$ cat config.mk
export PLATFORM = sky130hd
export DESIGN_NAME = mpsm_outq
export DESIGN_NICKNAME = d
export VERILOG_FILES = /design/src/hw/rtl/mpsm_pkg.sv /design/src/hw/rtl/mpsm_outq.sv
export SDC_FILE = /design/constraint.sdc
export NUM_CORES = 1
export LEC_CHECK = 0
export BUFFER_PORTS_ARGS = -buffer_cell sky130_fd_sc_hd__buf_2
export CAP_MARGIN = 10
export CORE_MARGIN = 2
export CORE_UTILIZATION = 45
export DETAILED_ROUTE_END_ITERATION = 10
export PLACE_DENSITY = 0.67
export SLEW_MARGIN = 20
export SYNTH_ARGS = -nofsm -noshare
export SYNTH_HDL_FRONTEND = slang
export SYNTH_SLANG_ARGS = --single-unit
$ cat constraint.sdc
create_clock -name i_clk -period 2.6 [get_ports i_clk]
set_input_delay 0.26 -clock i_clk [delete_from_list [all_inputs] [get_ports i_clk]]
set_output_delay 0.26 -clock i_clk [all_outputs]
set_load 0.01 [all_outputs]
$ cat src/hw/rtl/mpsm_pkg.sv
// mpsm_pkg: shared constants, codes and record types of the string matcher
// used by every module in hw/rtl; no dependencies
package mpsm_pkg;

    localparam int NODES       = 1024;
    localparam int MAX_LEN     = 32;
    localparam int MAX_RESULTS = 32;
    localparam int SYM_W       = 16;
    localparam int ID_W        = 16;
    localparam int KIND_W      = 3;
    localparam int OP_W        = 2;

    localparam int NW  = $clog2(NODES);
    localparam int NCW = $clog2(NODES + 1);
    localparam int DW  = $clog2(MAX_LEN + 1);
    localparam int LNW = $clog2(MAX_LEN + 2);
    localparam int PBW = (MAX_LEN > 1) ? $clog2(MAX_LEN) : 1;
    localparam int RNW = $clog2(MAX_RESULTS + 1);

    localparam logic [OP_W-1:0] OP_ADD   = 2'd0;
    localparam logic [OP_W-1:0] OP_END   = 2'd1;
    localparam logic [OP_W-1:0] OP_SCAN  = 2'd2;
    localparam logic [OP_W-1:0] OP_START = 2'd3;

    localparam logic [KIND_W-1:0] KIND_MATCH = 3'd0;
    localparam logic [KIND_W-1:0] KIND_OK    = 3'd1;
    localparam logic [KIND_W-1:0] KIND_LONG  = 3'd2;
    localparam logic [KIND_W-1:0] KIND_FULL  = 3'd3;
    localparam logic [KIND_W-1:0] KIND_EMPTY = 3'd4;

    typedef struct packed {
        logic [OP_W-1:0]  op;
        logic [SYM_W-1:0] sym;
        logic [ID_W-1:0]  id;
    } t_cmd;

    typedef struct packed {
        logic [KIND_W-1:0] kind;
        logic [ID_W-1:0]   id;
        logic              last;
    } t_res;

    typedef struct packed {
        logic [NW-1:0]    par;
        logic [SYM_W-1:0] sym;
        logic [DW-1:0]    dep;
    } t_goto;

    typedef struct packed {
        logic            vld;
        logic [ID_W-1:0] id;
    } t_nout;

endpackage

$ cat src/hw/rtl/mpsm_outq.sv
// mpsm_outq: two-entry result queue between the engine and the output port
// depends on mpsm_pkg
module mpsm_outq (
    input  logic                        i_clk,
    input  logic                        i_rst_n,
    input  logic                        i_push,
    input  mpsm_pkg::t_res              i_res,
    output logic                        o_full,
    output logic                        o_out_valid,
    input  logic                        i_out_stall,
    output logic [mpsm_pkg::KIND_W-1:0] o_kind,
    output logic [mpsm_pkg::ID_W-1:0]   o_match_id,
    output logic                        o_last
);

    mpsm_pkg::t_res r_q [2];
    logic           r_wp, r_rp;
    logic [1:0]     r_cnt;
    logic           push, pop;

    assign o_full      = (r_cnt == 2'd2);
    assign push        = i_push && !o_full;
    assign o_out_valid = (r_cnt != 2'd0);
    assign pop         = o_out_valid && !i_out_stall;
    assign o_kind      = r_q[r_rp].kind;
    assign o_match_id  = r_q[r_rp].id;
    assign o_last      = r_q[r_rp].last;

    always_ff @(posedge i_clk) begin
        if (push) begin
            r_q[r_wp] <= i_res;
        end
    end

    always_ff @(posedge i_clk) begin
        if (!i_rst_n) begin
            r_wp  <= 1'b0;
            r_rp  <= 1'b0;
            r_cnt <= 2'd0;
        end else begin
            if (push) begin
                r_wp <= ~r_wp;
            end
            if (pop) begin
                r_rp <= ~r_rp;
            end
            r_cnt <= r_cnt + {1'b0, push} - {1'b0, pop};
        end
    end

endmodule

# Word level (Yosys, flattened, before mapping)
# Memories as Yosys holds them, arrays and structs flattened. A register that Yosys moved wholly into a read port is not among the register bits.
# Index checks and enable logic that the tools add are counted.
# op_classes
n_eq_ne	1
muxes	4
n_bitwise	2
n_reduce_logical	5
n_addsub	2
# ops
cell	n
$mux W1	4
$add A2 B1 Y2	1
$eq A2 B2 Y1 const B	1
$logic_and A1 B1 Y1	2
$logic_not A1 Y1	2
$not A1 Y1	2
$reduce_bool A2 Y1	1
$sub A2 B1 Y2	1
# totals
register_bits	4
mem_count	1
output_inout_bits	22
wordCells	18
inputBits	24
mem_bits_rw	40
# memory_table
name	words	width	rd	rd_clocked_by_memory_dff	write_ports	line_no	source
r_q	2	20	1	1	1	mpsm_outq.sv:16	mpsm_pkg::t_res r_q [2];

# Longest topological paths before layout
# Gate-level depths: netlist of run 1.
# logic_depth
ltp_word	5
mapped_depth	8
depth_no_buf	8

# Least setup slack after synthesis of run 1
# No wires, ideal clock.
# synth_path
kind	register to register
start	register r_cnt[0]
end	memory r_q[0][0] (netlist bit), enable pin
required_time_ps	2203
period_less_slack_ps	1821
t_arrival_ps	1425
setup_ps	397
slack_ps	779
path_stages_with_launch	4
path_buffers	0
path_cell_list	dfxtp_1 nand2b_1 nand2_1 nor2_1
# synth_between
elab_chain_cells	5
# synth_lines
element	line_no	source
start, declared	mpsm_outq.sv:18	logic [1:0] r_cnt;
start signal, assigned	mpsm_outq.sv:47	r_cnt <= r_cnt + {1'b0, push} - {1'b0, pop};
$eq A2 B2 Y1	mpsm_outq.sv:21	assign o_full = (r_cnt == 2'd2);
$logic_not A1 Y1	mpsm_outq.sv:22	assign push = i_push && !o_full;
$logic_and A1 B1 Y1	mpsm_outq.sv:22	
$mux W1	mpsm_outq.sv:30	if (push) begin
$mux W1 (implied by the code)	mpsm_outq.sv:31	r_q[r_wp] <= i_res;
end, declared	mpsm_outq.sv:16	
# Every way passes these cells.

==> flow_metrics.py, run 1 <==
metrics = {
    "yosys": {
        "synth_seq_area_share_pct": 76.9,
        "ys_types": 17,
        "synth_top_family_by_area": "multiplexers",
        "synth_compound_area_share_pct": 0,
        "syn_nets": 114,
        "netlist.area_leader.share_pct": 71.0,
        "ys_warn_count": 0,
        "synth-adder-area-share_pct": 1.48,
        "ys_ff_latch": 45,
        "synthXorXnorAreaFrac_pct": 1.04,
        "syn_avg_cell_area_um2": 19.2,
        "synth_area_leaders": "edfxtp_1, mux2_2, dfxtp_1",
        "synth.area.mux_share_pct": 15.1,
        "synth_top_cell_by_area": "edfxtp_1",
        "syn_area_um2": 1690,
        "synth-simple-area-share_pct": 4.44,
        "synthCells": 88,
    },
    "clock_tree": {
        "cts_resized": 0,
        "clkLatencyLatePin_ns": 0.28,
        "hold_buffers": 0,
        "root_buffer": "clkbuf_8",
        "clkSlewWorstSetupHoldPaths_ns": 0.08,
        "cts_tree": "done",
        "htree_levels": 2,
        "clkSinkCount": 45,
        "clk_path_buf_depth": 2,
        "cts_made_buffers": 5,
        "postCtsSetupBuffers": 0,
    },
    "critical_path": {
        "worstSetupEndpointType": "output port",
        "rr_endpoint": "r_cnt[1]",
        "r2r_start": "r_cnt[1]",
        "critPathBufInv": 2,
        "cp_max_fo": 13,
        "max_stage_delay_ns": 0.66,
        "crit_type": "register to output port",
        "cp.arrival_ns": 1.70,
        "cp.required_ns": 2.34,
        "r2r_cells": 8,
        "ff2ff_setup_slack_ns": 0.88,
        "cp.depth": 3,
        "crit_family": "flip-flops",
        "cp_slowest_cell": "dfxtp_1",
        "cp-start-kind": "register",
        "crit_path_cell_trace": "buf_4 > mux2_2 > buf_2",
    },
    "timing": {
        "whs_ns": 0.161,
        "period_share_pct": 75.4,
        "rsz0062_at_grt": "false",
        "finalClockSkew_ns": 0.00748,
        "drv_slew": 0,
        "maxSlewHeadroom_pct": 64.5,
        "tns_ns": 0,
        "clock.fmax_ghz": 0.510,
        "worst_slew_pin_slew_ns": 0.532,
        "fin_crit_ns": 1.96,
        "setup_viol": 0,
        "finalHoldViolations": 0,
    },
    "pwr": {
        "powerDensity_nw_per_um2": 916,
        "ir_worst_vdd_v": 0.000508,
        "p_leak_nw": 0.827,
    },
    "global_routing": {
        "grt_max_degree": 21,
        "grt_pass1_vias": 916,
        "grt-ovfl-total": 0,
        "grt_pass1_wl_um": 3910,
        "grt_antenna_before_repair": 0,
        "track_usage_pct": 12.8,
    },
    "hold_path": {
        "hp-class": "primary input to register",
        "worstHoldPathCells": 1,
        "whs_endpoint": "r_q[0][10]",
        "min_from": "i_res[10]",
    },
    "run_status": {
        "status": "completed",
    },
    "placement": {
        "io_buffers": 45,
        "gp_congestion": 0.682,
        "hpwl_um": 1770,
    },
    "layout": {
        "num_antenna_cells": 0,
        "nets": 167,
        "postLayoutCoreUtil_pct": 57.7,
        "drive_gt1_share_pct": 55.3,
        "area_growth_pct": 23.9,
    },
    "floorplanning": {
        "die_h_um": 65.3,
        "io_pins": 46,
        "start_util_pct": 46.6,
        "die_x_um": 65.3,
        "die_area_um2": 4270,
        "core-area_um2": 3630,
        "rows": 22,
    },
    "detailed_routing": {
        "firstDrtPassIters": 4,
        "drc": 0,
        "vias": 895,
        "drt_iter0_markers": 25,
        "viasPerCell": 4.74,
        "wl_um": 2440,
        "antenna_left": 0,
        "wl_per_cell_um": 12.9,
    },
    "job": {
        "maxCapViolCount": 0,
    },
}
-- synth_stat cells --
library cell,n
and3_1,1
nand2_1,3
inv_1,2
nand2b_1,3
edfxtp_1,40
nor2b_4,1
xor2_1,1
xnor2_1,1
buf_2,2
or2_4,1
nor2b_1,1
ha_1,2
mux2i_1,3
nor2_1,1
dfxtp_1,5
and2_1,1
mux2_2,20
-- sequential cells by signal (all words and copies together) (netlist names), named ones only --
name	count
r_q	40
r_wp	1
r_cnt	2
r_rp	1
-- cell usage in the layout, fill, tap and decap left out, types with 2 or more instances in the layout --
master and instances:
buf_2 45, buf_4 3, clkbuf_8 5, dfxtp_1 5
edfxtp_1 40, ha_1 2, inv_1 2, mux2_2 20
mux2i_1 3, nand2_1 3, nand2b_1 3
-- power breakdown --
| group | switching [mW] | internal [mW] | total (mW) |
|---|---|---|---|
| Combinational | 0.225 | 0.253 | 0.478 |
| Clock | 0.201 | 0.279 | 0.480 |
| Sequential | 0.0524 | 0.910 | 0.963 |
| Total | 0.479 | 1.44 | 1.92 |
-- cells by family (layout without fill, tap and decap cells) --
kind of cell	after synthesis	count (layout)
xor gates and xnor gates	2	2
buffers and inverters	4	57
and+or+nand+nor	12	12
DFF	45	45
muxes	23	23
adders and majority gates	2	2
-- worst reg2reg max path: stages, from the launching register on --
cell     delay [ns]
dfxtp_1        0.34
or2_4          0.26
nor2b_4        0.14
ha_1           0.28
inv_1          0.06
ha_1           0.15
xor2_1         0.18
xnor2_1        0.15
nor2b_1        0.06
-- worst max-delay path by stage --
stage                     slack (ns)             end
final                           0.64  o_match_id[14]
after global routing            0.52  o_match_id[15]
after CTS                       0.60  o_match_id[14]
after detailed placement        0.89        r_cnt[1]
after global placement          0.93  o_match_id[14]
after floorplan                 0.78       r_q[0][0]
-- layout make-up --
| type | instances | area [µm²] |
|---|---|---|
| well taps | 48 | 60.1 |
| flip-flops and latches | 45 | 1300 |
| multi-input cells | 39 | 375 |
| inverters | 2 | 7.51 |
| repair buffers | 48 | 248 |
| clock buffers | 5 | 68.8 |
| fillers | 323 | 1540 |
| clock inverters | 2 | 35.0 |
-- layer usage --
layer	routed length, µm	track usage (%)	part of all wire, %
met5	0	0	0
met4	55	7.81	2.3
met3	162	4.28	6.6
met2	1390	23.6	57
met1	832	12.1	34
-- stage by stage --
stage / std cells / cell area (µm²) / power (mW) / setup WS, ns
after global routing: 189 / 2100 / 2.02 / 0.520
after global placement: 182 / 1990 / 1.46 / 0.928
after detailed placement: 182 / 1990 / 1.47 / 0.885
after floorplan: 88 / 1690 / 1.29 / 0.779
final: 189 / 2100 / 1.92 / 0.640
after CTS: 189 / 2100 / 1.95 / 0.598
(Power assumes the default switching activity.)
==> inputs of run 2 (changes only) <==
--- a/config.mk
+++ b/config.mk
@@ -10,7 +10,7 @@
 export CORE_MARGIN = 2
 export CORE_UTILIZATION = 45
 export DETAILED_ROUTE_END_ITERATION = 10
-export PLACE_DENSITY = 0.67
+export PLACE_DENSITY = 0.7
 export SLEW_MARGIN = 20
 export SYNTH_ARGS = -nofsm -noshare
 export SYNTH_HDL_FRONTEND = slang
==> constraint.sdc (replaced) <==
create_clock -name i_clk -period 1.6 [get_ports i_clk]
set_input_delay 0.16 -clock i_clk [delete_from_list [all_inputs] [get_ports i_clk]]
set_output_delay 0.16 -clock i_clk [all_outputs]
set_load 0.01 [all_outputs]
==> flow_metrics.py, run 2 (synthesis gave the netlist of run 1 again) <==
metrics = {
    "run_status": {
        "status": "finished, violations left",
        "violations": "setup timing",
    },
    "timing": {
        "setup_viol": 1,
        "worst_slew_pin_slew_ns": 0.220,
        "period_share_pct": 105,
        "rsz0062_at_grt": "true",
        "setup_ws_ns": -0.0732,
        "fin_crit_ns": 1.67,
        "maxSlewHeadroom_pct": 85.3,
        "finalClockSkew_ns": 0.00391,
        "finalHoldViolations": 0,
        "clock.fmax_ghz": 0.598,
        "drv_slew": 0,
    },
    "layout": {
        "area_growth_pct": 31.1,
        "nets": 175,
        "most-common-layout-cells": "buf_2, edfxtp_1, mux2_2, buf_4, clkbuf_8",
        "largest_reg_flops": 40,
        "final_common_cell": "buf_2",
        "reg_top3": "r_q: 40 flops, r_cnt: 2 flops",
        "postLayoutCoreUtil_pct": 61.0,
        "drive_gt1_share_pct": 62.7,
        "top_register": "r_q",
        "num_antenna_cells": 0,
    },
    "detailed_routing": {
        "firstDrtPassIters": 3,
        "wl_per_cell_um": 14.7,
        "antenna_left": 0,
        "drc": 0,
        "viasPerCell": 4.68,
        "wl_um": 2910,
        "vias": 926,
        "drt_iter0_markers": 35,
    },
    "critical_path": {
        "cp-startpoint": "r_cnt[0]",
        "worstSetupEndpointType": "register",
        "cp.arrival_ns": 1.87,
        "critPathCapture": "r_cnt[1]",
        "timing.critical_path.mode_cell": "ha_4",
        "r2r_start": "r_cnt[0]",
        "ff2ff_setup_slack_ns": -0.07,
        "max_stage_delay_ns": 0.36,
        "rr_endpoint": "r_cnt[1]",
        "cp-start-kind": "register",
        "cp_max_fo": 3,
        "cp.required_ns": 1.79,
        "crit_path_cell_trace": "or2_4 > nor2b_4 > ha_4 > inv_2 > ha_4 > xor2_2 > xnor2_1 > nor2b_1",
        "r2r_cells": 8,
        "crit_type": "register to register",
        "cp_slowest_cell": "dfxtp_4",
    },
    "clock_tree": {
        "root_buffer": "clkbuf_8",
        "clk_path_buf_depth": 2,
        "hold_buffers": 0,
        "cts_made_buffers": 5,
        "htree_levels": 2,
        "clkSinkCount": 45,
        "cts_tree": "done",
        "clkLatencyLatePin_ns": 0.30,
        "clkSlewWorstSetupHoldPaths_ns": 0.08,
    },
    "floorplanning": {
        "core-area_um2": 3630,
        "die_x_um": 65.3,
        "rows": 22,
        "start_util_pct": 46.6,
        "die_area_um2": 4270,
        "io_pins": 46,
        "die_h_um": 65.3,
    },
    "placement": {
        "hpwl_um": 2000,
        "io_buffers": 45,
        "gp_congestion": 0.606,
    },
    "global_routing": {
        "grt_antenna_before_repair": 0,
        "busiest_layer": "met2",
        "use_met3_pct": 4.97,
        "grt_max_degree": 16,
        "grt_pass1_wl_um": 4450,
        "grt-ovfl-total": 0,
        "grt_pass1_vias": 956,
        "track_usage_pct": 14.6,
        "grtUsageMet1_pct": 15.2,
        "gr-usage-met2_pct": 25.9,
    },
    "hold_path": {
        "hp-class": "primary input to register",
    },
    "job": {
        "maxCapViolCount": 0,
    },
    "pwr": {
        "p_leak_nw": 0.871,
        "total_power_mw": 3.41,
        "powerDensity_nw_per_um2": 1540,
        "ir_worst_vdd_v": 0.000744,
    },
}
## run 2: per-layer routing
metal	vias up	routed length, µm
li1	450	-
met1	445	1100
met2	26	1590
met3	5	175
met4	0	51
met5	-	0
## run 2: worst min-delay path by stage
stage                         start  cells past startpoint  slack [ns]    endpoint
after floorplan            i_res[0]                      0        0.26   r_q[0][0]
after global placement     i_res[4]                      1        0.35   r_q[1][4]
after detailed placement   i_res[7]                      1        0.35   r_q[0][7]
after CTS                  i_res[1]                      1        0.03   r_q[0][1]
after global routing       i_res[7]                      1        0.04   r_q[0][7]
final                     i_res[13]                      1        0.05  r_q[1][13]
## run 2: stage by stage
step | hold slack (ns) | instances | TNS [ns] | cell area, µm² | worst slack [ns]
global route | 0.0428 | 198 | -0.117 | 2220 | -0.117
finish | 0.0465 | 198 | -0.0732 | 2220 | -0.0732
CTS | 0.0346 | 196 | -0.0652 | 2190 | -0.0652
floorplan | 0.259 | 88 | -0.0165 | 1690 | -0.0165
global placement | 0.348 | 188 | 0 | 2040 | 0.00740
detailed placement | 0.354 | 188 | -0.142 | 2040 | -0.142
## run 2: layout make-up
type / count / area, µm²
well taps: 48 / 60.1
flip-flops and latches: 45 / 1310
repair buffers: 56 / 312
inverters: 2 / 7.51
multi-input cells: 39 / 418
clock inverters: 3 / 46.3
fillers: 291 / 1420
clock buffers: 5 / 68.8
## run 2: timing repair
| action | CTS | global route |
|---|---|---|
| pin swaps | 3 | 2 |
| resized for setup | 7 | 3 |
| endpoints found under the setup margin | 1 | 11 |
| cloned | 0 | 0 |
| buffers inserted | 0 | 2 |
## run 2: worst max-delay path: cells and delay by family (launching register included)
kind / cells / cell delay (ns)
adders and majority gates: 2 / 0.41
xor gates and xnor gates: 2 / 0.33
DFF: 1 / 0.36
buffers and inverters: 1 / 0.04
and+or+nand+nor: 3 / 0.43
## run 2: report_power, final
group / internal (mW) / switching [mW]
clock network: 0.467 / 0.382
registers: 1.48 / 0.0559
logic: 0.538 / 0.485
==> inputs of run 3 (changes only) <==
--- a/config.mk
+++ b/config.mk
@@ -7,6 +7,7 @@
 export LEC_CHECK = 0
 export BUFFER_PORTS_ARGS = -buffer_cell sky130_fd_sc_hd__buf_2
 export CAP_MARGIN = 10
+export CORE_ASPECT_RATIO = 0.5
 export CORE_MARGIN = 2
 export CORE_UTILIZATION = 45
 export DETAILED_ROUTE_END_ITERATION = 10
==> flow_metrics.py, run 3 (synthesis gave the netlist of run 1 again) <==
metrics = {
    "run_status": {
        "status": "finished, violations left",
        "violations": "setup timing",
    },
    "critical_path": {
        "cp_slowest_cell": "dfxtp_2",
        "cp.required_ns": 1.77,
        "cp_max_fo": 3,
        "r2r_cells": 8,
        "crit_family": "simple AND/OR/NAND/NOR gates",
        "worstSetupEndpointType": "register",
        "timing.critical_path.mode_cell": "ha_4",
        "critPathBufInv": 1,
        "ff2ff_setup_slack_ns": -0.09,
        "rr_endpoint": "r_cnt[1]",
        "cp.arrival_ns": 1.86,
        "crit_type": "register to register",
        "crit_path_cell_trace": "or2_4 > nor2b_4 > ha_4 > inv_2 > ha_4 > xor2_2 > xnor2_1 > nor2b_1",
        "r2r_start": "r_cnt[0]",
        "cp-start-kind": "register",
        "max_stage_delay_ns": 0.34,
    },
    "pwr": {
        "p_leak_nw": 0.864,
        "powerDensity_nw_per_um2": 1530,
        "total_power_mw": 3.39,
        "ir_worst_vdd_v": 0.000748,
    },
    "timing": {
        "setup_ws_ns": -0.0853,
        "tns_ns": -0.0853,
        "rsz0062_at_grt": "true",
        "setup_viol": 1,
        "finalClockSkew_ns": 0.00811,
        "worst_slew_pin_slew_ns": 0.189,
        "period_share_pct": 105,
        "clock.fmax_ghz": 0.593,
        "fin_crit_ns": 1.69,
        "whs_ns": 0.0484,
        "finalHoldViolations": 0,
        "drv_slew": 0,
        "maxSlewHeadroom_pct": 87.3,
    },
    "detailed_routing": {
        "drt_iter0_markers": 32,
        "drc": 0,
        "wl_um": 2840,
        "wl_per_cell_um": 14.3,
        "viasPerCell": 4.58,
        "vias": 911,
        "antenna_left": 0,
        "firstDrtPassIters": 4,
    },
    "global_routing": {
        "grt_antenna_before_repair": 0,
        "grt_pass1_wl_um": 4260,
        "track_usage_pct": 13.7,
        "grt-ovfl-total": 0,
        "grt_pass1_vias": 922,
        "grt_max_degree": 21,
    },
    "layout": {
        "final_common_cell": "buf_2",
        "largest_reg_flops": 40,
        "nets": 173,
        "fillers": 278,
        "drive_gt1_share_pct": 62.2,
        "num_antenna_cells": 0,
        "area_growth_pct": 31.3,
        "most-common-layout-cells": "buf_2, edfxtp_1, mux2_2, buf_4, clkbuf_8",
        "final_area_um2": 2220,
        "top_register": "r_q",
        "reg_top3": "r_q: 40 flops, r_cnt: 2 flops",
    },
    "hold_path": {
        "whs_endpoint": "r_q[1][8]",
        "hp-class": "primary input to register",
        "min_from": "i_res[8]",
        "worstHoldPathCells": 1,
    },
    "clock_tree": {
        "clkLatencyLatePin_ns": 0.29,
        "root_buffer": "clkbuf_8",
        "clkSinkCount": 45,
        "htree_levels": 2,
        "cts_made_buffers": 5,
        "clk_path_buf_depth": 2,
        "hold_buffers": 0,
        "clkSlewWorstSetupHoldPaths_ns": 0.09,
        "cts_tree": "done",
    },
    "floorplanning": {
        "die_h_um": 47.4,
        "core-area_um2": 3510,
        "die_area_um2": 4300,
        "start_util_pct": 48.2,
        "rows": 15,
        "die_x_um": 90.7,
        "io_pins": 46,
    },
    "placement": {
        "io_buffers": 45,
        "place_area_um2": 2060,
        "hpwl_um": 1890,
        "gp_congestion": 0.724,
        "pre_cts_slack_ns": -0.0648,
    },
    "job": {
        "maxCapViolCount": 0,
    },
}
run 3: cell count changes in the layout (fill, tap and decap cells not counted), sizes merged:
| cell | delta |
|---|---|
| buf | -2 |
run 3: layout make-up:
type                       instances  area [µm²]  share of cell area, %
clock buffer                       5        68.8                   3.10
timing repair buffer              54         318                   14.3
sequential                        45        1300                   58.7
multi-input combinational         39         418                   18.8
tap                               51        63.8                   2.87
inverter                           2        7.51                  0.338
clock inverter                     3        41.3                   1.86
run 3: worst max path at each step:
stage               startpoint       end  cells past startpoint
finish                r_cnt[0]  r_cnt[1]                      8
global route          r_cnt[1]  r_cnt[1]                      8
CTS                   r_cnt[0]  r_cnt[1]                      8
detailed placement    r_cnt[0]  r_cnt[1]                      8
global placement      r_cnt[0]  r_cnt[1]                      8
floorplan             r_cnt[0]  r_cnt[1]                      8
run 3: what timing repair did:
action                                 in CTS  in global routing
pin swaps                                   5                  3
resized for setup                           6                  3
setup endpoints to repair                   1                  1
endpoints found under the hold margin       0                  0
setup buffers                               0                  1
run 3: report_power, final:
group | internal [mW] | switching, mW
clock | 0.460 | 0.369
sequential | 1.48 | 0.0527
combinational | 0.545 | 0.484
run 3: per-stage QoR:
step / utilization (%) / std cells
after floorplan: - / 88
after global placement: 58.6 / 190
after detailed placement: 58.6 / 190
after CTS: 62.6 / 198
after global routing: 63.3 / 199
final: 63.3 / 199
run 3: routing by layer:
layer	vias up	share of wire, %	GRT usage (%)
li1	444	-	-
met1	441	44	16.2
met2	23	51	23.4
met3	3	4.3	5.14
met4	0	0.74	6.46
met5	-	0	0
