`config.mk`:
```
export PLATFORM = sky130hd
export DESIGN_NAME = mpsm_front
export DESIGN_NICKNAME = d
export VERILOG_FILES = /design/src/hw/rtl/mpsm_pkg.sv /design/src/hw/rtl/mpsm_front.sv
export SDC_FILE = /design/constraint.sdc
export NUM_CORES = 1
export LEC_CHECK = 0
export CORE_UTILIZATION = 35
export DETAILED_ROUTE_END_ITERATION = 8
export DONT_BUFFER_PORTS = 1
export PLACE_DENSITY = 0.51
export SLEW_MARGIN = 10
export SYNTH_ARGS = -nofsm -noshare
export SYNTH_HDL_FRONTEND = slang
export SYNTH_SLANG_ARGS = --single-unit
```
`constraint.sdc`:
```
create_clock -name i_clk -period 3.5 [get_ports i_clk]
set_input_delay 0.35 -clock i_clk [delete_from_list [all_inputs] [get_ports i_clk]]
set_output_delay 0.35 -clock i_clk [all_outputs]
set_load 0.02 [all_outputs]
```
`src/hw/rtl/mpsm_pkg.sv`:
```
// mpsm_pkg: shared constants, codes and record types of the string matcher
// used by every module in hw/rtl; no dependencies
package mpsm_pkg;

    localparam int NODES       = 1024;
    localparam int MAX_LEN     = 32;
    localparam int MAX_RESULTS = 32;
    localparam int SYM_W       = 16;
    localparam int ID_W        = 16;
    localparam int KIND_W      = 3;
    localparam int OP_W        = 2;

    localparam int NW  = $clog2(NODES);
    localparam int NCW = $clog2(NODES + 1);
    localparam int DW  = $clog2(MAX_LEN + 1);
    localparam int LNW = $clog2(MAX_LEN + 2);
    localparam int PBW = (MAX_LEN > 1) ? $clog2(MAX_LEN) : 1;
    localparam int RNW = $clog2(MAX_RESULTS + 1);

    localparam logic [OP_W-1:0] OP_ADD   = 2'd0;
    localparam logic [OP_W-1:0] OP_END   = 2'd1;
    localparam logic [OP_W-1:0] OP_SCAN  = 2'd2;
    localparam logic [OP_W-1:0] OP_START = 2'd3;

    localparam logic [KIND_W-1:0] KIND_MATCH = 3'd0;
    localparam logic [KIND_W-1:0] KIND_OK    = 3'd1;
    localparam logic [KIND_W-1:0] KIND_LONG  = 3'd2;
    localparam logic [KIND_W-1:0] KIND_FULL  = 3'd3;
    localparam logic [KIND_W-1:0] KIND_EMPTY = 3'd4;

    typedef struct packed {
        logic [OP_W-1:0]  op;
        logic [SYM_W-1:0] sym;
        logic [ID_W-1:0]  id;
    } t_cmd;

    typedef struct packed {
        logic [KIND_W-1:0] kind;
        logic [ID_W-1:0]   id;
        logic              last;
    } t_res;

    typedef struct packed {
        logic [NW-1:0]    par;
        logic [SYM_W-1:0] sym;
        logic [DW-1:0]    dep;
    } t_goto;

    typedef struct packed {
        logic            vld;
        logic [ID_W-1:0] id;
    } t_nout;

endpackage

```
`src/hw/rtl/mpsm_front.sv`:
```
// mpsm_front: accepts input transfers, decodes them into commands and
// holds them in a two-entry queue for the engine; depends on mpsm_pkg
module mpsm_front (
    input  logic                       i_clk,
    input  logic                       i_rst_n,
    input  logic                       i_in_valid,
    output logic                       o_in_stall,
    input  logic [1:0]                 i_action,
    input  logic [mpsm_pkg::SYM_W-1:0] i_symbol,
    input  logic [mpsm_pkg::ID_W-1:0]  i_pattern_id,
    output logic                       o_cmd_valid,
    output mpsm_pkg::t_cmd             o_cmd,
    input  logic                       i_cmd_pop
);

    mpsm_pkg::t_cmd r_q [2];
    logic           r_wp, r_rp;
    logic [1:0]     r_cnt;
    logic           push, pop;
    mpsm_pkg::t_cmd cmd;

    always_comb begin
        cmd.sym = i_symbol;
        cmd.id  = i_pattern_id;
        case (i_action)
            mpsm_pkg::OP_ADD:   cmd.op = mpsm_pkg::OP_ADD;
            mpsm_pkg::OP_END:   cmd.op = mpsm_pkg::OP_END;
            mpsm_pkg::OP_SCAN:  cmd.op = mpsm_pkg::OP_SCAN;
            default:            cmd.op = mpsm_pkg::OP_START;
        endcase
    end

    assign o_in_stall  = (r_cnt == 2'd2);
    assign push        = i_in_valid && !o_in_stall;
    assign o_cmd_valid = (r_cnt != 2'd0);
    assign pop         = i_cmd_pop && o_cmd_valid;
    assign o_cmd       = r_q[r_rp];

    always_ff @(posedge i_clk) begin
        if (push) begin
            r_q[r_wp] <= cmd;
        end
    end

    always_ff @(posedge i_clk) begin
        if (!i_rst_n) begin
            r_wp  <= 1'b0;
            r_rp  <= 1'b0;
            r_cnt <= 2'd0;
        end else begin
            if (push) begin
                r_wp <= ~r_wp;
            end
            if (pop) begin
                r_rp <= ~r_rp;
            end
            r_cnt <= r_cnt + {1'b0, push} - {1'b0, pop};
        end
    end

endmodule

```
After elaboration in Yosys (flattened, before gate mapping)
Memories as Yosys holds them, arrays and structs flattened. A register that Yosys moved wholly into a read port is not among the register bits. Cells that the tools add are included.

Add/sub/neg operators: 2. Equal/unequal tests: 3. Mux-type cells: 5. Bitwise operators: 2. Reduce and logical (&&, ||, !) cells: 5.

Operators with widths (number): $pmux 2 s3 (1); $eq 2x2->1 const B (2); $mux 1 (4); $add 2x1->2 (1); $eq 2x1->1 const B (1); $logic_and 1x1->1 (2); $logic_not 2->1 (1); $not 1->1 (2); $reduce_bool 2->1 (1); $sub 2x1->2 (1); $logic_not 1->1 (1).

Register bits after elaboration: 4. Bits in writable memories: 68. Input port bits: 38. Output and inout bits: 36. Logic and storage cells: 21. Memories kept: 1.

Memory list: r_q (depth 2, width 34, read ports 1, clocked after Yosys merged registers in 1, wr ports 1, RTL line mpsm_front.sv:16) `mpsm_pkg::t_cmd r_q [2];`.

Depth between registers and ports, before layout
Gate-level depths: netlist of run 1.

Depth in word-level cells: 5. Depth in mapped cells: 8.

Worst setup path after synthesis of run 1
OpenSTA, ideal clock, no wires.

Kind: reg2reg. Start: reg r_cnt[0]. End: mem r_q[0][0] in the netlist's numbering, enable pin. Library setup time: 0.425 ns. Data arrival time: 2.017 ns. Path slack: 1.058 ns. Cell stages (with the launch flop): 4. Buffers on the path: 0. Clock period less this slack: 2.442 ns. Cell sequence: dfxtp_1 nand2b_1 nand2_1 nor2_1.

Cells in the longest elaborated chain, start to end: 5.

Ends and longest elaborated chain: start: declaration (RTL line mpsm_front.sv:18) `logic [1:0] r_cnt;`; start signal: assignment (RTL line mpsm_front.sv:57) `r_cnt <= r_cnt + {1'b0, push} - {1'b0, pop};`; $eq 2x2->1 (RTL line mpsm_front.sv:33) `assign o_in_stall = (r_cnt == 2'd2);`; $logic_not 1->1 (RTL line mpsm_front.sv:34) `assign push = i_in_valid && !o_in_stall;`; $logic_and 1x1->1 (RTL line mpsm_front.sv:34); $mux 1 (RTL line mpsm_front.sv:40) `if (push) begin`; $mux 1 (not written as such) (RTL line mpsm_front.sv:41) `r_q[r_wp] <= cmd;`; end: declaration (RTL line mpsm_front.sv:16).

No other way between the ends.

==> flow_metrics.py, run 1 <==
metrics = {
    "cts": {
        "postCtsResizedCells": 0,
        "cts_root_buf": "clkbuf_8",
        "hold_buffers": 0,
        "cts_sinks": 73,
        "cts_buffers": 9,
        "cts_tree": "built",
        "clock_path_buffers": 2,
        "clk_pin_slew_ns": 0.08,
        "htree_levels": 3,
        "clk_latency_ns": 0.33,
        "post-cts-setup-buffer-count": 0,
    },
    "final_layout": {
        "design_area_um2": 3120,
        "area_growth_pct": 9.34,
        "fill_cells": 715,
        "diodes": 0,
        "postLayoutCoreUtil_pct": 40.0,
        "finalNetCount": 180,
        "drive_gt1_share_pct": 36.1,
        "regArea_um2": 2140,
        "multi_input_area_um2": 629,
    },
    "floorplan": {
        "die_h_um": 92.3,
        "start_util_pct": 36.5,
        "fp.dieArea_um2": 8520,
        "dieWidth_um": 92.3,
        "coreArea_um2": 7810,
        "std_cell_rows": 32,
        "io_pins": 74,
    },
    "global_route": {
        "overflow": 0,
        "grt_first_pass_wirelength_mm": 6.58,
        "grt_util_all_layers_pct": 11.1,
        "grt_max_degree": 35,
        "grt_pass1_vias": 1287,
        "antenna_found_initial": 0,
    },
    "logic_synthesis": {
        "synth.distinct_cells": 20,
        "netlist_top_cells_count": "68 x edfxtp_1, 30 x mux2_4, 5 x dfxtp_1, 4 x mux2_2, 4 x nor2_1",
        "synthCells": 135,
        "ys_dominant_reg_cell": "edfxtp_1",
        "synth_area_leaders": "edfxtp_1 72%, mux2_4 16%, dfxtp_1 3.5%",
        "synth-async-reset-ratio_pct": 0,
        "yosysMostFrequentCell": "edfxtp_1",
        "syn_nets": 175,
        "ys.warnings.count": 0,
        "syn_area_um2": 2850,
        "synth.top_cell.area_share_pct": 71.6,
        "syn_area_per_cell_um2": 21.1,
        "synth.largest_area_cell": "edfxtp_1",
        "synth-seq-cells": 73,
        "synth_edf_count": 68,
        "yosysSeqAreaShare_pct": 75.1,
    },
    "worst_setup_path": {
        "critPathCaptureType": "output pin",
        "critical_path_class": "reg2out",
        "cp.arrival_ns": 1.89,
        "crit_chain": "mux2_2",
        "cp_top_family": "flip-flops",
        "cp_max_fo": 34,
        "critical_path.max_stage_delay_ns": 1.07,
        "worstPathRequired_ns": 3.15,
        "startpoint_type": "flip-flop",
        "cpMaxStageDelayCell": "dfxtp_2",
        "cp_num_buf_inv": 0,
    },
    "drt": {
        "drcViolationCount": 0,
        "viasPerCell": 4.58,
        "ant_nets": 0,
        "wl_per_cell_um": 17.5,
        "num_vias": 1127,
        "drt-total-wl_mm": 4.30,
        "drt-initial-drc-count": 23,
        "firstDrtPassIters": 4,
    },
    "power_and_ir_drop": {
        "switchingPower_w": 0.000775,
        "power.density_nw_per_um2": 828,
        "pwr-share-clk_pct": 26.3,
        "comb_power_share_pct": 25.2,
        "cellLeakagePower_nw": 1.09,
        "ir_drop_v": 0.000529,
        "p_sw_share_pct": 30.0,
        "seqPwrFrac_pct": 48.5,
        "p_int_w": 0.00181,
    },
    "sta": {
        "setup_tns_ns": 0,
        "fin_skew_ns": 0.00576,
        "worst_slack_ns": 1.26,
        "worst-slew-pin-transition_ns": 1.11,
        "fin_crit_ns": 2.24,
        "hold_viol": 0,
        "post-route-period-util_pct": 64.0,
        "fmax_mhz": 446,
        "relSlewSlack_pct": 26.3,
        "rsz0062_at_grt": "no",
        "final_max_slew_viol_count": 0,
        "worst_hold_slack_ns": 0.105,
        "setup_viol": 0,
    },
    "placement": {
        "postPlaceCellArea_um2": 2910,
        "gp_congestion": 0.690,
        "port_buffers": 0,
        "dpl.hpwl_mm": 2.80,
        "post-place-ws_ns": 1.57,
    },
    "status": {
        "outcome": "complete, no violations",
    },
    "hold_path": {
        "hold_path.class": "in2reg",
    },
    "flow_run": {
        "drv_cap": 0,
    },
}
==> layout by cell type, fill, tap and decap left out, types with 2 or more instances in the layout <==
cell / n
bufinv_16: 2
mux2_4: 30
clkinvlp_4: 2
and2_1: 2
nor2_1: 3
dfxtp_1: 4
mux2_2: 4
clkbuf_8: 9
nand2_1: 2
inv_1: 3
nand2b_1: 2
edfxtp_1: 68
ha_1: 2
==> state kept, by name (all words and copies together) (netlist names), named ones only <==
register / cells
r_rp: 1
r_q: 68
r_cnt: 2
r_wp: 1
==> final timing paths <==
| check | cells after the start | from | endpoint | slack (ns) |
|---|---|---|---|---|
| worst max-delay path | 1 | flip-flop | o_cmd[2] | 1.26 |
| worst min-delay path | 0 | i_action[1] | r_q[1][33] | 0.11 |
| worst max register to register | 3 | r_cnt[0] | r_q[0][21] | 1.63 |
| worst min register to register | 2 | r_wp | r_wp | 0.54 |
==> cell families (layout without fill, tap and decap cells) <==
family / after synthesis / count (layout) / share of synthesized area [%]
DFF: 73 / 73 / 75.1
muxes: 35 / 35 / 17.7
and+or+nand+nor: 13 / 13 / 2.28
buffers and inverters: 9 / 18 / 3.16
adders and majority gates: 2 / 2 / 0.877
xor gates and xnor gates: 2 / 2 / 0.614
AOI/OAI and AO/OA: 1 / 1 / 0.263
==> per-layer routing <==
metal  vias to the layer above  share of wire [%]  track usage [%]
li1                        519                  -                -
met1                       556                 34             9.35
met2                        44                 54             20.3
met3                         8                 10             6.22
met4                         0                1.7             5.86
met5                         -                  0                0
==> power groups by stage <==
| stage | combinational (W) | clock (W) | sequential [W] |
|---|---|---|---|
| 2_1_floorplan | 0.000708 | 0 | 0.00118 |
| 3_3_place_gp | 0.000647 | 0 | 0.00127 |
| 3_5_place_dp | 0.000665 | 0 | 0.00128 |
| 4_1_cts | 0.000667 | 0.000701 | 0.00126 |
| 5_1_grt | 0.000692 | 0.000736 | 0.00128 |
| 6_report | 0.000651 | 0.000678 | 0.00125 |
==> metrics by stage <==
| step | power (W) | instances |
|---|---|---|
| after global placement | 0.00191 | 231 |
| after floorplan | 0.00189 | 135 |
| after CTS | 0.00263 | 246 |
| after global routing | 0.00270 | 246 |
| after detailed placement | 0.00194 | 231 |
| final | 0.00258 | 246 |
==> cell type report <==
type	instances	area share (%)
clock buffer	9	3.97
sequential	73	68.7
clock inverter	6	2.69
tap	102	4.09
inverter	3	0.361
multi-input combinational	53	20.2
Power figures use the tool's default switching activity.
==> run 2, diff against run 1 <==
--- a/config.mk
+++ b/config.mk
@@ -8,7 +8,7 @@
 export CORE_UTILIZATION = 35
 export DETAILED_ROUTE_END_ITERATION = 8
 export DONT_BUFFER_PORTS = 1
-export PLACE_DENSITY = 0.51
+export PLACE_DENSITY = 0.53
 export SLEW_MARGIN = 10
 export SYNTH_ARGS = -nofsm -noshare
 export SYNTH_HDL_FRONTEND = slang
==> constraint.sdc (replaced) <==
create_clock -name i_clk -period 1.8 [get_ports i_clk]
set_input_delay 0.18 -clock i_clk [delete_from_list [all_inputs] [get_ports i_clk]]
set_output_delay 0.18 -clock i_clk [all_outputs]
set_load 0.02 [all_outputs]
==> flow_metrics.py, run 2 (synthesized netlist as in run 1, its figures left out) <==
metrics = {
    "placement": {
        "port_buffers": 0,
        "dpl.hpwl_mm": 2.98,
        "postPlaceCellArea_um2": 2960,
        "gp_congestion": 0.607,
        "post-place-ws_ns": 0.105,
    },
    "sta": {
        "setup_tns_ns": 0,
        "hold_viol": 0,
        "worst-slew-pin-transition_ns": 0.395,
        "worst_slack_ns": 0.131,
        "rsz0062_at_grt": "no",
        "relSlewSlack_pct": 73.7,
        "fin_skew_ns": 0.00407,
        "final_max_slew_viol_count": 0,
        "fmax_mhz": 599,
        "setup_viol": 0,
        "fin_crit_ns": 1.67,
        "post-route-period-util_pct": 92.7,
    },
    "floorplan": {
        "die_h_um": 92.3,
        "coreArea_um2": 7810,
        "start_util_pct": 36.5,
        "io_pins": 74,
        "fp.dieArea_um2": 8520,
        "std_cell_rows": 32,
        "dieWidth_um": 92.3,
    },
    "final_layout": {
        "layout_commonest_cell": "edfxtp_1",
        "final_cell_mix": "68 x edfxtp_1, 35 x dlygate4sd3_1, 30 x mux2_4, 9 x clkbuf_8, 6 x buf_4",
        "drive_gt1_share_pct": 30.8,
        "largest-register": "r_q",
        "area_growth_pct": 21.4,
        "diodes": 0,
        "finalNetCount": 221,
        "largest_reg_flops": 68,
        "largestRegisters": "r_q: 68 flops, r_cnt: 2 flops",
        "design_area_um2": 3460,
    },
    "worst_setup_path": {
        "critPathCaptureType": "flip-flop",
        "reg2reg_to": "r_cnt[1]",
        "cp.arrival_ns": 1.93,
        "rr_startpoint": "r_cnt[0]",
        "cp_max_fo": 4,
        "reg2reg_slack_ns": 0.13,
        "reg2reg_depth": 8,
        "startpoint_type": "flip-flop",
        "worstPathRequired_ns": 2.06,
        "critical_path_class": "reg2reg",
    },
    "drt": {
        "firstDrtPassIters": 3,
        "ant_nets": 0,
        "num_vias": 1289,
        "drcViolationCount": 0,
        "viasPerCell": 4.49,
        "drt-total-wl_mm": 4.58,
        "wl_per_cell_um": 15.9,
        "drt-initial-drc-count": 39,
    },
    "global_route": {
        "grt_util_all_layers_pct": 12.0,
        "overflow": 0,
        "grt_pass1_vias": 1415,
        "antenna_found_initial": 0,
        "grt_first_pass_wirelength_mm": 7.37,
        "grt_max_degree": 23,
    },
    "power_and_ir_drop": {
        "pwr-share-clk_pct": 21.2,
        "cellLeakagePower_nw": 1.25,
        "p_sw_share_pct": 31.6,
        "ir_drop_v": 0.000555,
        "p_int_w": 0.00331,
        "power.density_nw_per_um2": 1400,
        "switchingPower_w": 0.00153,
        "comb_power_share_pct": 31.6,
        "seqPwrFrac_pct": 47.2,
    },
    "cts": {
        "cts_root_buf": "clkbuf_8",
        "clock_path_buffers": 2,
        "cts_buffers": 9,
        "cts_tree": "built",
        "clk_latency_ns": 0.33,
        "clk_pin_slew_ns": 0.07,
        "cts_sinks": 73,
        "htree_levels": 3,
    },
    "flow_run": {
        "drv_cap": 0,
    },
    "hold_path": {
        "min-delay-start": "i_rst_n",
        "hold_path.class": "in2reg",
        "whs_path_depth": 2,
    },
    "status": {
        "outcome": "complete, no violations",
    },
}
-- run 2: cell count changes in the layout (fill, tap and decap cells not counted), sizes merged --
| cell | delta |
|---|---|
| dlygate4sd3 | +35 |
| buf | +6 |
| bufinv | -2 |
| clkbuf | +2 |
| clkinv | +1 |
| clkinvlp | -1 |
-- run 2: cell type report --
type | instances | area (um2)
Clock inverter | 4 | 21.3
Multi-Input combinational cell | 53 | 632
Tap cell | 102 | 128
Inverter | 3 | 11.3
Fill cell | 704 | 4350
Sequential cell | 73 | 2140
Timing Repair Buffer | 41 | 395
Clock buffer | 11 | 131
-- run 2: power by group through the flow --
stage	clock (W)	combinational (W)	sequential, W
floorplan	0	0.00138	0.00229
global placement	0	0.00145	0.00230
detailed placement	0	0.00148	0.00233
CTS	0.00107	0.00156	0.00229
global route	0.00114	0.00163	0.00231
finish	0.00103	0.00153	0.00228
-- run 2: metrics by stage --
stage | hold slack, ns | utilization, % | cells | total power (W)
after CTS | 0.0172 | 44.3 | 287 | 0.00491
after floorplan | 0.279 | - | 135 | 0.00368
after global routing | 0.00896 | 44.3 | 287 | 0.00508
after detailed placement | 0.279 | 37.9 | 237 | 0.00381
after global placement | 0.279 | 37.9 | 237 | 0.00375
final | 0.0350 | 44.3 | 287 | 0.00484
-- run 2: worst max-delay path by stage --
stage	startpoint	end	slack [ns]	depth (start not counted)
final	r_cnt[0]	r_cnt[1]	0.13	8
after global routing	r_cnt[0]	r_cnt[1]	0.05	8
after CTS	r_cnt[0]	r_cnt[1]	0.08	8
after detailed placement	r_cnt[0]	r_cnt[1]	0.11	8
after global placement	r_cnt[0]	r_cnt[1]	0.23	8
after floorplan	r_cnt[0]	r_q[1][0]	0.04	2
-- run 2: what timing repair did --
item,CTS,global route
hold buffers,35,0
setup endpoints to repair,0,1
hold endpoints to repair,70,0
gates resized for setup,0,1
setup buffers,0,0
-- run 2: critical path, cell delays in order (launching register included) --
cell and delay (ns):
dfxtp_1 0.38, nand2b_1 0.19, nand2_2 0.11, ha_1 0.28, inv_1 0.04, ha_1 0.17
xor2_1 0.15, and2_1 0.17, nor3_1 0.11
-- run 2: layer usage --
metal  share of wire (%)  track usage (%)  vias up
met5                   0                0        -
met4                 1.2             4.30        0
met3                 5.8             5.39        6
met2                  55             21.0       43
met1                  38             12.7      641
li1                    -                -      599
==> run 3, diff against run 2 <==
--- a/config.mk
+++ b/config.mk
@@ -9,6 +9,7 @@
 export DETAILED_ROUTE_END_ITERATION = 8
 export DONT_BUFFER_PORTS = 1
 export PLACE_DENSITY = 0.53
+export RECOVER_POWER = 100
 export SLEW_MARGIN = 10
 export SYNTH_ARGS = -nofsm -noshare
 export SYNTH_HDL_FRONTEND = slang
==> flow_metrics.py, run 3 (synthesized netlist as in run 1, its figures left out) <==
metrics = {
    "final_layout": {
        "diodes": 0,
        "layout_commonest_cell": "edfxtp_1",
        "largest-register": "r_q",
        "final_cell_mix": "68 x edfxtp_1, 35 x dlygate4sd3_1, 32 x mux2_1, 9 x clkbuf_8",
        "area_growth_pct": 17.0,
        "largestRegisters": "r_q: 68 flops, r_cnt: 2 flops",
        "finalNetCount": 221,
        "postLayoutCoreUtil_pct": 42.7,
        "drive_gt1_share_pct": 13.0,
        "design_area_um2": 3340,
        "largest_reg_flops": 68,
        "stdcell_count": 287,
    },
    "sta": {
        "hold_viol": 0,
        "fin_crit_ns": 1.65,
        "fmax_mhz": 607,
        "worst-slew-pin-transition_ns": 0.504,
        "setup_viol": 0,
        "relSlewSlack_pct": 66.4,
        "final_max_slew_viol_count": 0,
        "fin_skew_ns": 0.00469,
        "setup_tns_ns": 0,
        "worst_hold_slack_ns": 0.0290,
        "rsz0062_at_grt": "no",
        "post-route-period-util_pct": 91.5,
    },
    "hold_path": {
        "hold_path.class": "in2reg",
        "min-delay-start": "i_in_valid",
        "whs_path_depth": 2,
    },
    "floorplan": {
        "die_h_um": 92.3,
        "coreArea_um2": 7810,
        "std_cell_rows": 32,
        "fp.dieArea_um2": 8520,
        "io_pins": 74,
        "dieWidth_um": 92.3,
        "start_util_pct": 36.5,
    },
    "drt": {
        "wl_per_cell_um": 16.1,
        "num_vias": 1289,
        "drt-total-wl_mm": 4.63,
        "drt-initial-drc-count": 33,
        "firstDrtPassIters": 3,
        "ant_nets": 0,
        "viasPerCell": 4.49,
        "drcViolationCount": 0,
    },
    "flow_run": {
        "drv_cap": 0,
    },
    "worst_setup_path": {
        "reg2reg_depth": 8,
        "crit_start": "r_cnt[0]",
        "critPathCaptureType": "flip-flop",
        "worstPathRequired_ns": 2.06,
        "startpoint_type": "flip-flop",
        "cp.arrival_ns": 1.90,
        "cp_max_fo": 4,
        "rr_startpoint": "r_cnt[0]",
        "critical_path_class": "reg2reg",
    },
    "status": {
        "outcome": "complete, no violations",
    },
    "global_route": {
        "antenna_found_initial": 0,
        "grt_first_pass_wirelength_mm": 7.37,
        "grt_pass1_vias": 1415,
        "grt_max_degree": 23,
        "overflow": 0,
        "grt_util_all_layers_pct": 12.0,
    },
    "placement": {
        "dpl.hpwl_mm": 2.98,
        "postPlaceCellArea_um2": 2960,
        "port_buffers": 0,
        "gp_congestion": 0.607,
        "placed_cells": 237,
    },
    "cts": {
        "clk_latency_ns": 0.33,
        "clk_pin_slew_ns": 0.07,
        "htree_levels": 3,
        "cts_tree": "built",
        "cts_root_buf": "clkbuf_8",
        "clock_path_buffers": 2,
        "cts_sinks": 73,
        "cts_buffers": 9,
    },
    "power_and_ir_drop": {
        "power.density_nw_per_um2": 1360,
        "switchingPower_w": 0.00149,
        "comb_power_share_pct": 27.5,
        "ir_drop_v": 0.000504,
        "p_int_w": 0.00306,
        "cellLeakagePower_nw": 1.16,
        "pwr-share-clk_pct": 22.5,
        "seqPwrFrac_pct": 50.0,
        "p_sw_share_pct": 32.6,
    },
}
## run 3: per-stage QoR
step                power [W]  setup WS (ns)
floorplan             0.00368         0.0427
global placement      0.00375          0.225
detailed placement    0.00381          0.105
CTS                   0.00491         0.0795
global route          0.00478         0.0586
finish                0.00455          0.153
## run 3: worst max-delay path, cell delays in order, from the launching register on
cell	delay, ns
dfxtp_1	0.38
nand2b_1	0.19
nand2_2	0.09
ha_1	0.27
inv_1	0.04
ha_1	0.17
xor2_1	0.15
and2_0	0.17
nor3_1	0.11
## run 3: final cells by class
cell class	count	area [um2]
multi-input combinational	53	519
timing repair buffer	41	383
tap	102	128
sequential	73	2140
inverter	3	11.3
clock inverter	4	21.3
fill	733	4470
clock buffer	11	131
## run 3: routing by layer
layer	wire length (um)	track usage [%]	vias up
met5	0	0	-
met3	312	5.39	6
met4	54	4.30	0
met1	1810	12.7	641
li1	-	-	599
met2	2450	21.0	43
## run 3: worst paths after layout
kind | end | slack (ns)
hold / removal | r_wp | 0.03
setup / recovery | r_cnt[1] | 0.15
hold reg to reg | r_wp | 0.50
setup reg to reg | r_cnt[1] | 0.15
## run 3: timing repair
action | 4_1_cts | 5_1_grt
hold buffers | 35 | 0
resized for setup | 0 | 1
setup buffers | 0 | 0
setup endpoints to repair | 0 | 1
hold endpoints to repair | 70 | 0
## run 3: power by group through the flow
stage | Clock (W) | Sequential [W] | Combinational, W
2_1_floorplan | 0 | 0.00229 | 0.00138
3_3_place_gp | 0 | 0.00230 | 0.00145
3_5_place_dp | 0 | 0.00233 | 0.00148
4_1_cts | 0.00107 | 0.00229 | 0.00156
5_1_grt | 0.00114 | 0.00230 | 0.00134
6_report | 0.00102 | 0.00228 | 0.00125
